[src/rtl/gbe_pkg.sv]
// ----------------------------------------------------------------------------
// gbe_pkg
// Shared types and constants of the gamma bit-plane encoder.
// ----------------------------------------------------------------------------
package gbe_pkg;

  // field widths fixed by the item format
  localparam int unsigned SampleW     = 8;
  localparam int unsigned ColW        = 6;
  localparam int unsigned RowW        = 4;
  localparam int unsigned PlaneOutW   = 3;
  localparam int unsigned ChanW       = 2;
  localparam int unsigned SampleCount = 6;

  // gamma tables: one entry per raw intensity
  localparam int unsigned TableDepth  = 256;

  // parameter defaults
  localparam int unsigned PlanesDef      = 8;
  localparam int unsigned ColumnCountDef = 64;
  localparam int unsigned ScanRowsDef    = 16;

  // request kinds
  localparam logic ReqGamma = 1'b0;
  localparam logic ReqPixel = 1'b1;

  // gamma table select
  localparam logic [ChanW-1:0] ChanRed   = 2'd0;
  localparam logic [ChanW-1:0] ChanGreen = 2'd1;
  localparam logic [ChanW-1:0] ChanBlue  = 2'd2;

  // mapped pixel pair waiting in the lookup stage
  typedef struct packed {
    logic                                 valid;
    logic                                 bank;
    logic [RowW-1:0]                      row;
    logic [ColW-1:0]                      col;
    logic [SampleCount-1:0][SampleW-1:0]  mapped;
  } lookup_t;

endpackage

[src/rtl/gbe_emit.sv]
// ----------------------------------------------------------------------------
// gbe_emit
// Plane sequencer and output register: one plane byte per beat.
// ----------------------------------------------------------------------------
module gbe_emit #(
  parameter int unsigned PLANES = gbe_pkg::PlanesDef
) (
  input  logic                          clk_i,
  input  logic                          rst_ni,
  input  gbe_pkg::lookup_t              lk_i,
  output logic                          take_o,
  output logic                          out_valid_o,
  input  logic                          out_stall_i,
  output logic                          out_bank_o,
  output logic [gbe_pkg::RowW-1:0]      out_row_o,
  output logic [gbe_pkg::PlaneOutW-1:0] out_plane_o,
  output logic [gbe_pkg::ColW-1:0]      out_column_o,
  output logic [gbe_pkg::SampleCount-1:0] plane_byte_o,
  output logic                          last_plane_o
);

  localparam int unsigned PlaneW = (PLANES > 1) ? $clog2(PLANES) : 1;

  logic                                         busy_q;
  logic [PlaneW-1:0]                            plane_q;
  logic [gbe_pkg::SampleCount-1:0][gbe_pkg::SampleW-1:0] m_q;
  logic                                         bank_q;
  logic [gbe_pkg::RowW-1:0]                     row_q;
  logic [gbe_pkg::ColW-1:0]                     col_q;
  logic                                         out_valid_q;
  logic                                         out_load;
  logic                                         last;
  logic [gbe_pkg::PlaneOutW-1:0]                pos;
  logic [gbe_pkg::SampleCount-1:0]              byte_d;

  assign out_load = busy_q && (!out_valid_q || !out_stall_i);
  assign last     = (plane_q == PlaneW'(PLANES - 1));
  assign take_o   = lk_i.valid && (!busy_q || (out_load && last));

  // plane p carries sample bit 8-PLANES+p
  assign pos = gbe_pkg::PlaneOutW'(8 - PLANES) + gbe_pkg::PlaneOutW'(plane_q);

  always_comb begin
    for (int k = 0; k < gbe_pkg::SampleCount; k++) begin
      byte_d[k] = m_q[k][pos];
    end
  end

  always_ff @(posedge clk_i or negedge rst_ni) begin
    if (!rst_ni) begin
      busy_q      <= 1'b0;
      plane_q     <= '0;
      out_valid_q <= 1'b0;
    end else begin
      if (take_o) begin
        busy_q  <= 1'b1;
        plane_q <= '0;
      end else if (out_load && last) begin
        busy_q  <= 1'b0;
      end else if (out_load) begin
        plane_q <= plane_q + PlaneW'(1);
      end
      if (out_load) begin
        out_valid_q <= 1'b1;
      end else if (!out_stall_i) begin
        out_valid_q <= 1'b0;
      end
    end
  end

  always_ff @(posedge clk_i) begin
    if (take_o) begin
      m_q    <= lk_i.mapped;
      bank_q <= lk_i.bank;
      row_q  <= lk_i.row;
      col_q  <= lk_i.col;
    end
    if (out_load) begin
      out_bank_o   <= bank_q;
      out_row_o    <= row_q;
      out_plane_o  <= gbe_pkg::PlaneOutW'(plane_q);
      out_column_o <= col_q;
      plane_byte_o <= byte_d;
      last_plane_o <= last;
    end
  end

  assign out_valid_o = out_valid_q;

endmodule

[config.mk]
export PLATFORM = sky130hd
export DESIGN_NAME = gbe_emit
export DESIGN_NICKNAME = d
export VERILOG_FILES = /design/src/rtl/gbe_pkg.sv /design/src/rtl/gbe_emit.sv
export SDC_FILE = /design/constraint.sdc
export NUM_CORES = 1
export LEC_CHECK = 0
export BUFFER_PORTS_ARGS = -buffer_cell sky130_fd_sc_hd__buf_4
export CORE_MARGIN = 1.5
export CORE_UTILIZATION = 51
export CTS_BUF_LIST = sky130_fd_sc_hd__clkbuf_16
export DETAILED_ROUTE_END_ITERATION = 10
export GPL_TIMING_DRIVEN = 1
export HOLD_SLACK_MARGIN = 0.06
export PLACE_DENSITY = 0.88
export SETUP_SLACK_MARGIN = 0.15
export SLEW_MARGIN = 20
export SYNTH_ARGS = -nofsm -noshare
export SYNTH_HDL_FRONTEND = slang
export SYNTH_SLANG_ARGS = --single-unit
[constraint.sdc]
create_clock -name clk_i -period 3 [get_ports clk_i]
set_input_delay 0.15 -clock clk_i [delete_from_list [all_inputs] [get_ports clk_i]]
set_output_delay 0.15 -clock clk_i [all_outputs]
set_load 0.02 [all_outputs]
==> qor.csv, run 1 <==
stage,metric,value,unit
critical_path,crit_fanout,41,
critical_path,slowest_stage,dfrtp_1,
critical_path,cp-startpoint,plane_q[1],
critical_path,path_buf_inv,2,
synth,syn-instance-count,125,
timing,finClkSkew,0.00636,ns
critical_path,worst_ep_required_time,2.85,ns
power,comb_power_share,0.217,
power,switchingPower,0.847,mW
timing,worst_slew_pin_slew,0.943,ns
die,die-area,6520,µm²
die,die_y,80.8,µm
timing,setup_slack,0.337,ns
timing,slew_viol_final,0,
grt,grtUsageTotal,0.220,
finish,syn_to_final_growth,53.2,%
power,total_power,3.48,mW
drt,via_count,1843,
timing,finalCritPeriodShare,0.888,
timing,hold_viol_final,0,
synth,netlist.area_leader.share,0.779,
critical_path,reg2reg_depth,5,
power,clkPwrFrac,0.326,
place,routabilityCongestion,0.719,
finish,drive_above_1_share,0.389,
critical_path,reg2reg_slack,0.69,ns
clock_network,cts.path.max_buffers,2,
critical_path,start_kind,flop,
grt,grt_overflow,0,
finish,final_common_cell,buf_4,
place,port_buffers,85,
critical_path,critPathTopFamily,flip-flops,
drt,dr.first_iter.drc_count,127,
status,status,finished clean,
power,leakage,1.83,nW
finish,stdcell_count,358,
timing,rsz0062_at_grt,false,
clock_network,clk_latency,0.33,ns
critical_path,crit_chain,ha_1 > ha_1 > a21bo_2 > and2_2 > buf_12 > buf_4,
critical_path,slowest_delay,0.58,ns
synth,yosysWarnings,0,
power,p_sw_frac,0.243,
synth,yosysSeqAreaShare,0.820,
grt,grt_pass1_wl,9650,µm
finish,n_antenna_cell,0,
synth,syn_nets,190,
finish,final_core_util,0.803,
critical_path,worstReg2RegStart,plane_q[1],
place,dp.cells,283,
flow_run,drv_cap,0,
clock_network,htree_num_levels,3,
power,p_per_area,737,nW/µm²
synth,synthTopCellsByArea,"edfxtp_1 78%, mux4_1 10%, dfrtp_1 4.1%",
drt,drt-pass1-iter-count,4,
power,p_int,2.64,mW
finish,layout.nets,345,
drt,route.final.wire_length,6600,µm
place,pre_cts_ws,0.668,ns
power,seqPwrFrac,0.457,
power,ir_worst_vdd,468,µV
die,initial_core_util,0.524,
finish,final_cell_area,4720,µm²
die,rows,28,
grt,grt_pass1_vias,1918,
synth,netlist_area,3080,µm²
finish,most-common-layout-cells,"86 x buf_4, 80 x edfxtp_1, 61 x dlygate4sd3_1",
critical_path,cp-endpoint,take_o,
timing,fmax,376,MHz
drt,remaining_drc_errors,0,
critical_path,r2r-end,m_q[21],
drt,postRouteAntennaNets,0,
clock_network,path_clk_slew,0.06,ns
clock_network,numCtsBuffers,9,
timing,setup_viol,0,
critical_path,crit_path_end_kind,output port,
grt,grt_max_degree,42,
clock_network,cts_sinks,85,
min_path,hold_class,primary input to asynchronous set/reset pin,
timing,max_slew_margin,0.371,
place,place_area,3810,µm²
die,die_w,80.8,µm
drt,viasPerCell,5.15,
critical_path,crit_cells,6,
synth,synth.avg_cell_area,24.7,µm²
timing,period_needed,2.66,ns
synth,synth-seq-cells,85,
die,coreArea,5890,µm²
die,ios,86,
critical_path,arrival,2.51,ns
drt,routedWlPerCell,18.4,µm
synth,synth_top_cell_by_area,edfxtp_1,
critical_path,crit_path_frequent_cell,ha_1,
clock_network,cts_tree,yes,
timing,tns,0,ns
grt,antenna_found_initial,0,
synth,ys_types,17,
clock_network,cts_root_buffer,clkbuf_16,
place,dpl.hpwl,3780,µm
critical_path,worstSetupPathType,flop to output port,
timing,hold_ws,0.175,ns
[flip-flops by register name, summed over array words and instances, names as in the netlist]
name / cells
row_q: 4
out_bank_o: 1
bank_q: 1
out_valid_o: 1
last_plane_o: 1
out_plane_o: 3
m_q: 48
col_q: 6
plane_byte_o: 6
out_column_o: 6
out_row_o: 4
busy_q: 1
plane_q: 3
[worst min-delay path by stage]
stage	endpoint	slack (ns)
floorplan	busy_q	-0.15
global placement	out_valid_o	-0.04
detailed placement	out_valid_o	-0.04
CTS	plane_q[1]	0.15
global route	out_valid_o	0.19
finish	plane_q[1]	0.17
[synth_stat cells (all sizes together)]
master,count
inv,1
buf,2
mux4,12
dfrtp,5
nor2,1
edfxtp,80
mux2,7
nand2,1
and2,2
clkbuf,2
a21bo,1
a21oi,2
ha,2
a22o,3
nand2b,2
a32o,2
[repair_timing]
action | in CTS | in global routing
buffers inserted | 0 | 0
resized for setup | 0 | 1
setup endpoints to repair | 0 | 1
hold endpoints to repair | 65 | 0
hold buffers | 61 | 0
[final cells by class]
class                      count  area [µm²]
clock inverter                 5        77.6
fill                         298        1160
inverter                       1        3.75
tap                           75        93.8
clock buffer                   9         225
sequential                    85        2530
timing repair buffer         148        1280
multi-input combinational     35         519
[cells by family after synthesis]
kind of cell / count (synthesis) / share of synthesized area
adders and majority gates: 2 / 0.00812
muxes: 19 / 0.128
buffers and inverters: 5 / 0.0122
and+or+nand+nor: 6 / 0.0105
AOI/OAI and AO/OA: 8 / 0.0215
DFF: 85 / 0.820
[layer usage]
layer  wire [µm]  track usage  up-vias
li1            -            -      838
met1        2390        0.234      897
met2        3630        0.400       90
met3         392       0.0472       18
met4         192        0.131        0
met5           0            0        -
[power groups by stage]
stage          registers (mW)  clock network, mW  logic [mW]
6_report                 1.59               1.14       0.755
5_1_grt                  1.60               1.20       0.798
4_1_cts                  1.59               1.14       0.752
3_5_place_dp             1.61                  0       0.681
3_3_place_gp             1.60                  0       0.658
2_1_floorplan            1.65                  0       0.405
Power figures use the tool's default switching activity.
==> run 2: changes to the inputs <==
--- a/config.mk
+++ b/config.mk
@@ -10,7 +10,7 @@
 export CORE_UTILIZATION = 51
 export CTS_BUF_LIST = sky130_fd_sc_hd__clkbuf_16
 export DETAILED_ROUTE_END_ITERATION = 10
-export GPL_TIMING_DRIVEN = 1
+export GPL_TIMING_DRIVEN = 0
 export HOLD_SLACK_MARGIN = 0.06
 export PLACE_DENSITY = 0.88
 export SETUP_SLACK_MARGIN = 0.15
==> constraint.sdc (replaced) <==
create_clock -name clk_i -period 2.7 [get_ports clk_i]
set_input_delay 0.135 -clock clk_i [delete_from_list [all_inputs] [get_ports clk_i]]
set_output_delay 0.135 -clock clk_i [all_outputs]
set_load 0.02 [all_outputs]
==> qor.csv, run 2 (synthesis gave the netlist of run 1 again) <==
stage,metric,value,unit,change
timing,max_slew_margin,0.339,,was 0.371
clock_network,cts_tree,yes,,unchanged
timing,finClkSkew,0.00622,ns,was 0.00636 ns
critical_path,crit_fanout,30,,was 41
finish,n_antenna_cell,0,,unchanged
clock_network,cts.path.max_buffers,2,,unchanged
die,initial_core_util,0.524,,unchanged
timing,finalCritPeriodShare,0.798,,
grt,grt_overflow,0,,unchanged
clock_network,cts_resized,0,,unchanged
die,ios,86,,unchanged
critical_path,crit_chain,ha_1 > a21bo_2 > and2_4 > buf_4,,was ha_1 > ha_1 > a21bo_2 > and2_2 > buf_12 > buf_4
finish,most-common-layout-cells,"85 x buf_4, 80 x edfxtp_1, 61 x dlygate4sd3_1",,"was 86 x buf_4, 80 x edfxtp_1, 61 x dlygate4sd3_1"
timing,fmax,464,MHz,
critical_path,start_kind,flop,,unchanged
power,leakage,1.84,nW,was 1.83 nW
grt,grt_max_degree,61,,was 42
timing,hold_viol_final,0,,unchanged
finish,final_core_util,0.807,,was 0.803
timing,setup_viol,0,,unchanged
drt,dr.first_iter.drc_count,97,,was 127
clock_network,path_clk_slew,0.06,ns,about the same
drt,via_count,1867,,"was 1,843"
clock_network,cts_root_buffer,clkbuf_16,,unchanged
finish,largest-register,m_q,,unchanged
drt,routedWlPerCell,19.0,µm,was 18.4 µm
clock_network,htree_num_levels,3,,unchanged
critical_path,cp-startpoint,plane_q[2],,was plane_q[1]
critical_path,worstReg2RegStart,plane_q[2],,was plane_q[1]
critical_path,reg2reg_depth,3,,was 5
drt,route.final.wire_length,6890,µm,was 6600 µm
grt,grt_pass1_vias,1952,,"was 1,918"
timing,slew_viol_final,0,,unchanged
power,p_per_area,832,nW/µm²,was 737 nW/µm²
finish,fill_cells,298,,unchanged
timing,period_needed,2.15,ns,
power,ir_worst_vdd,531,µV,was 468 µV
timing,setup_slack,0.546,ns,was 0.337 ns
clock_network,numCtsBuffers,9,,unchanged
die,die_w,80.8,µm,unchanged
critical_path,slowest_delay,0.55,ns,was 0.58 ns
min_path,hold_class,primary input to asynchronous set/reset pin,,unchanged
die,die_y,80.8,µm,unchanged
critical_path,r2r-end,m_q[21],,unchanged
grt,grtUsageTotal,0.223,,was 0.220
die,coreArea,5890,µm²,unchanged
finish,final_cell_area,4750,µm²,was 4720 µm²
timing,worst_slew_pin_slew,0.992,ns,was 0.943 ns
die,die-area,6520,µm²,unchanged
finish,largest_reg_flops,48,,unchanged
clock_network,clk_latency,0.33,ns,about the same
finish,final_common_cell,buf_4,,unchanged
finish,syn_to_final_growth,54.1,%,was 53.2%
place,routabilityCongestion,0.674,,was 0.719
critical_path,slowest_stage,dfrtp_1,,unchanged
critical_path,worst_ep_required_time,2.57,ns,was 2.85 ns
drt,drt-pass1-iter-count,4,,unchanged
place,pre_cts_ws,0.596,ns,was 0.668 ns
timing,hold_ws,0.161,ns,was 0.175 ns
clock_network,cts_sinks,85,,unchanged
grt,grt_pass1_wl,10000,µm,was 9650 µm
finish,drive_above_1_share,0.389,,about the same
timing,tns,0,ns,unchanged
place,place_area,3820,µm²,was 3810 µm²
status,status,finished clean,,unchanged
critical_path,arrival,2.02,ns,was 2.51 ns
finish,layout.nets,348,,was 345
timing,rsz0062_at_grt,false,,unchanged
flow_run,drv_cap,0,,unchanged
critical_path,crit_path_end_kind,output port,,unchanged
critical_path,worstSetupPathType,flop to output port,,unchanged
drt,postRouteAntennaNets,0,,unchanged
die,rows,28,,unchanged
place,port_buffers,85,,unchanged
grt,antenna_found_initial,0,,unchanged
critical_path,reg2reg_slack,0.63,ns,was 0.69 ns
drt,viasPerCell,5.14,,was 5.15
drt,remaining_drc_errors,0,,unchanged
==> run 2: cell types whose count changed in the layout (fill, tap and decap cells not counted), sizes merged <==
| cell | previous run | this run |
|---|---|---|
| clkinvlp | 0 | 1 |
| and2 | 2 | 3 |
| clkinv | 3 | 4 |
| clkbuf | 9 | 11 |
==> run 2: worst max path at each step <==
stage / to / slack (ns)
detailed placement: take_o / 0.60
global route: take_o / 0.44
CTS: take_o / 0.24
global placement: take_o / 0.25
finish: take_o / 0.55
floorplan: bank_q / 0.59
==> run 2: layout make-up <==
cell class                 instances  area [µm²]  share of cell area
multi-input combinational         36         528               0.111
timing repair buffer             146        1250               0.263
inverter                           1        3.75            0.000790
clock inverter                     7        90.1              0.0190
buffer                             4        33.8             0.00711
clock buffer                       9         225              0.0474
tap                               75        93.8              0.0198
sequential                        85        2530               0.532
==> run 2: power by group <==
group          internal, mW  total (mW)  leakage [nW]  switching (mW)
combinational         0.510       0.938         0.892           0.428
clock                 0.805        1.29         0.153           0.481
sequential             1.65        1.73         0.793          0.0757
==> run 2: worst max-delay path: cells and delay by family, from the launching register on <==
| family | cells | cell delay, ns |
|---|---|---|
| AND/OR/NAND/NOR | 1 | 0.39 |
| AO/OA/AOI/OAI | 1 | 0.19 |
| adder cells (fa/ha/maj) | 1 | 0.32 |
| buffers and inverters | 1 | 0.23 |
| flip-flops | 1 | 0.55 |
==> run 2: timing repair <==
item | 4_1_cts | 5_1_grt
hold endpoints to repair | 65 | 0
setup buffers | 0 | 0
setup endpoints to repair | 0 | 1
hold buffers | 61 | 0
==> run 2: per-stage QoR <==
step	total power [mW]	std cells
4_1_cts	3.97	362
6_report	3.95	363
5_1_grt	4.10	363
2_1_floorplan	2.28	125
3_5_place_dp	2.60	285
3_3_place_gp	2.57	285
==> run 2: routing by layer <==
metal | vias to the layer above | track usage | part of all wire
met2 | 94 | 0.393 | 0.54
met4 | 0 | 0.122 | 0.024
met3 | 17 | 0.0427 | 0.061
li1 | 850 | - | -
met5 | - | 0 | 0
met1 | 906 | 0.256 | 0.38
==> run 3: changes to the inputs <==
--- a/config.mk
+++ b/config.mk
@@ -7,12 +7,12 @@
 export LEC_CHECK = 0
 export BUFFER_PORTS_ARGS = -buffer_cell sky130_fd_sc_hd__buf_4
 export CORE_MARGIN = 1.5
-export CORE_UTILIZATION = 51
+export CORE_UTILIZATION = 46
 export CTS_BUF_LIST = sky130_fd_sc_hd__clkbuf_16
 export DETAILED_ROUTE_END_ITERATION = 10
 export GPL_TIMING_DRIVEN = 0
 export HOLD_SLACK_MARGIN = 0.06
-export PLACE_DENSITY = 0.88
+export PLACE_DENSITY = 0.85
 export SETUP_SLACK_MARGIN = 0.15
 export SLEW_MARGIN = 20
 export SYNTH_ARGS = -nofsm -noshare
==> constraint.sdc (replaced) <==
create_clock -name clk_i -period 1.86 [get_ports clk_i]
set_input_delay 0.093 -clock clk_i [delete_from_list [all_inputs] [get_ports clk_i]]
set_output_delay 0.093 -clock clk_i [all_outputs]
set_load 0.02 [all_outputs]
==> qor.csv, run 3 (synthesis gave the netlist of run 1 again) <==
stage,metric,value,unit,change
status,status,"finished, violations left",,was finished clean
status,failed_checks,DRC,,
finish,most-common-layout-cells,"89 x buf_4, 80 x edfxtp_1, 61 x dlygate4sd3_1",,"was 85 x buf_4, 80 x edfxtp_1, 61 x dlygate4sd3_1"
drt,via_count,1863,,"was 1,867"
drt,postRouteAntennaNets,0,,unchanged
die,die-area,7200,µm²,was 6520 µm²
critical_path,crit_fanout,5,,was 30
timing,worst_slew_pin_slew,0.707,ns,was 0.992 ns
finish,final_cell_area,4800,µm²,was 4750 µm²
finish,largest-register,m_q,,unchanged
critical_path,crit_path_end_kind,output port,,unchanged
timing,finalCritPeriodShare,0.935,,
clock_network,path_clk_slew,0.06,ns,about the same
die,die_w,84.9,µm,was 80.8 µm
place,place_area,3830,µm²,was 3820 µm²
clock_network,numCtsBuffers,9,,unchanged
drt,viasPerCell,5.01,,was 5.14
place,dpl.hpwl,3450,µm,
place,port_buffers,85,,unchanged
timing,period_needed,1.74,ns,
die,rows,29,,was 28
min_path,hold_class,primary input to asynchronous set/reset pin,,unchanged
finish,n_antenna_cell,0,,unchanged
grt,top_usage_layer,met2,,unchanged
finish,multi_input_area,534,µm²,was 528 µm²
finish,layout.nets,355,,was 348
drt,route.final.wire_length,7190,µm,was 6890 µm
drt,dr.first_iter.drc_count,131,,was 97
drt,routedWlPerCell,19.3,µm,was 19.0 µm
power,total_power,5.85,mW,was 3.95 mW
grt,grtUsageTotal,0.203,,was 0.223
finish,final_core_util,0.747,,was 0.807
grt,grt_util_met2,0.372,,was 0.393
timing,hold_viol_final,0,,unchanged
clock_network,cts_tree,yes,,unchanged
critical_path,worst_ep_required_time,1.77,ns,was 2.57 ns
critical_path,slowest_stage,dfrtp_1,,unchanged
drt,remaining_drc_errors,5,,was 0
die,initial_core_util,0.480,,was 0.524
die,ios,86,,unchanged
power,leakage,1.85,nW,was 1.84 nW
die,die_y,84.9,µm,was 80.8 µm
clock_network,htree_num_levels,3,,unchanged
critical_path,worstSetupPathType,flop to output port,,unchanged
critical_path,critPathTopFamily,flip-flops,,unchanged
grt,met1_usage,0.230,,was 0.256
timing,max_slew_margin,0.529,,was 0.339
grt,grt_max_degree,31,,was 61
power,p_per_area,1220,nW/µm²,was 832 nW/µm²
flow_run,drv_cap,0,,unchanged
power,ir_worst_vdd,640,µV,was 531 µV
timing,rsz0062_at_grt,true,,was false
clock_network,cts_root_buffer,clkbuf_16,,unchanged
finish,fill_cells,350,,was 298
timing,finClkSkew,0.0135,ns,was 0.00622 ns
critical_path,arrival,1.65,ns,was 2.02 ns
finish,drive_above_1_share,0.458,,was 0.389
timing,fmax,575,MHz,
critical_path,crit_chain,ha_2 > ha_4 > a21bo_4 > and2_4 > buf_6,,was ha_1 > a21bo_2 > and2_4 > buf_4
grt,use_met3,0.0428,,was 0.0427
critical_path,path_buf_inv,1,,unchanged
grt,grt_pass1_wl,10300,µm,"was 10,000 µm"
place,routabilityCongestion,0.712,,was 0.674
timing,slew_viol_final,0,,unchanged
clock_network,cts_sinks,85,,unchanged
finish,seq_area,2530,µm²,about the same
critical_path,start_kind,flop,,unchanged
drt,drt-pass1-iter-count,7,,was 4
finish,syn_to_final_growth,55.7,%,was 54.1%
clock_network,clk_latency,0.33,ns,about the same
finish,largest_reg_flops,48,,unchanged
grt,antenna_found_initial,0,,unchanged
critical_path,crit_cells,5,,was 4
clock_network,cts.path.max_buffers,2,,unchanged
grt,grt_overflow,0,,unchanged
critical_path,slowest_delay,0.41,ns,was 0.55 ns
finish,final_common_cell,buf_4,,unchanged
die,coreArea,6420,µm²,was 5890 µm²
timing,setup_viol,0,,unchanged
grt,grt_pass1_vias,1991,,"was 1,952"
critical_path,reg2reg_depth,4,,was 3
-- run 3: cell count changes in the layout (fill, tap and decap cells not counted), sizes merged --
cell and delta:
buf +6, bufinv -1, inv +1, and2 +1
-- run 3: cell type report --
type | instances | area share
clock inverter | 7 | 0.0141
inverter | 1 | 0.000782
tap | 77 | 0.0201
sequential | 85 | 0.527
buffer | 4 | 0.00886
timing repair buffer | 152 | 0.271
multi-input combinational | 37 | 0.111
clock buffer | 9 | 0.0469
-- run 3: final timing paths --
check	startpoint	endpoint	slack (ns)
worst max register to register	plane_q[0]	plane_byte_o[4]	0.14
worst min register to register	col_q[5]	out_column_o[5]	0.42
worst max-delay path	plane_q[0]	take_o	0.12
min in group clk_i	out_stall_i	out_valid_o	0.11
max in group asynchronous	rst_ni	plane_q[2]	1.63
worst min-delay path	rst_ni	busy_q	0.11
-- run 3: layer usage --
metal,up-vias,share of wire
met5,-,0
met4,0,0.014
met3,7,0.052
met2,82,0.55
met1,924,0.39
li1,850,-
-- run 3: timing repair --
item / CTS / global route
endpoints found under the setup margin: 87 / 66
endpoints found under the hold margin: 65 / 0
pin swaps: 1 / 3
setup buffers: 4 / 2
gates cloned: 2 / 0
resized for setup: 13 / 15
hold buffers: 61 / 0
-- run 3: stage by stage --
| step | instances | hold WS [ns] | setup WS [ns] | setup TNS (ns) |
|---|---|---|---|---|
| floorplan | 125 | -0.203 | 0.128 | 0 |
| global placement | 287 | -0.102 | -0.118 | -4.42 |
| detailed placement | 287 | -0.0989 | -0.127 | -5.71 |
| CTS | 370 | 0.0939 | 0.0864 | 0 |
| global route | 372 | 0.123 | 0.0886 | 0 |
| finish | 372 | 0.106 | 0.121 | 0 |
-- run 3: power by group --
group	internal, mW	leakage [nW]	switching [mW]	total [mW]
Combinational	0.918	0.909	0.673	1.59
Clock	1.03	0.144	0.707	1.74
Sequential	2.40	0.792	0.117	2.52
Total	4.35	1.84	1.50	5.85
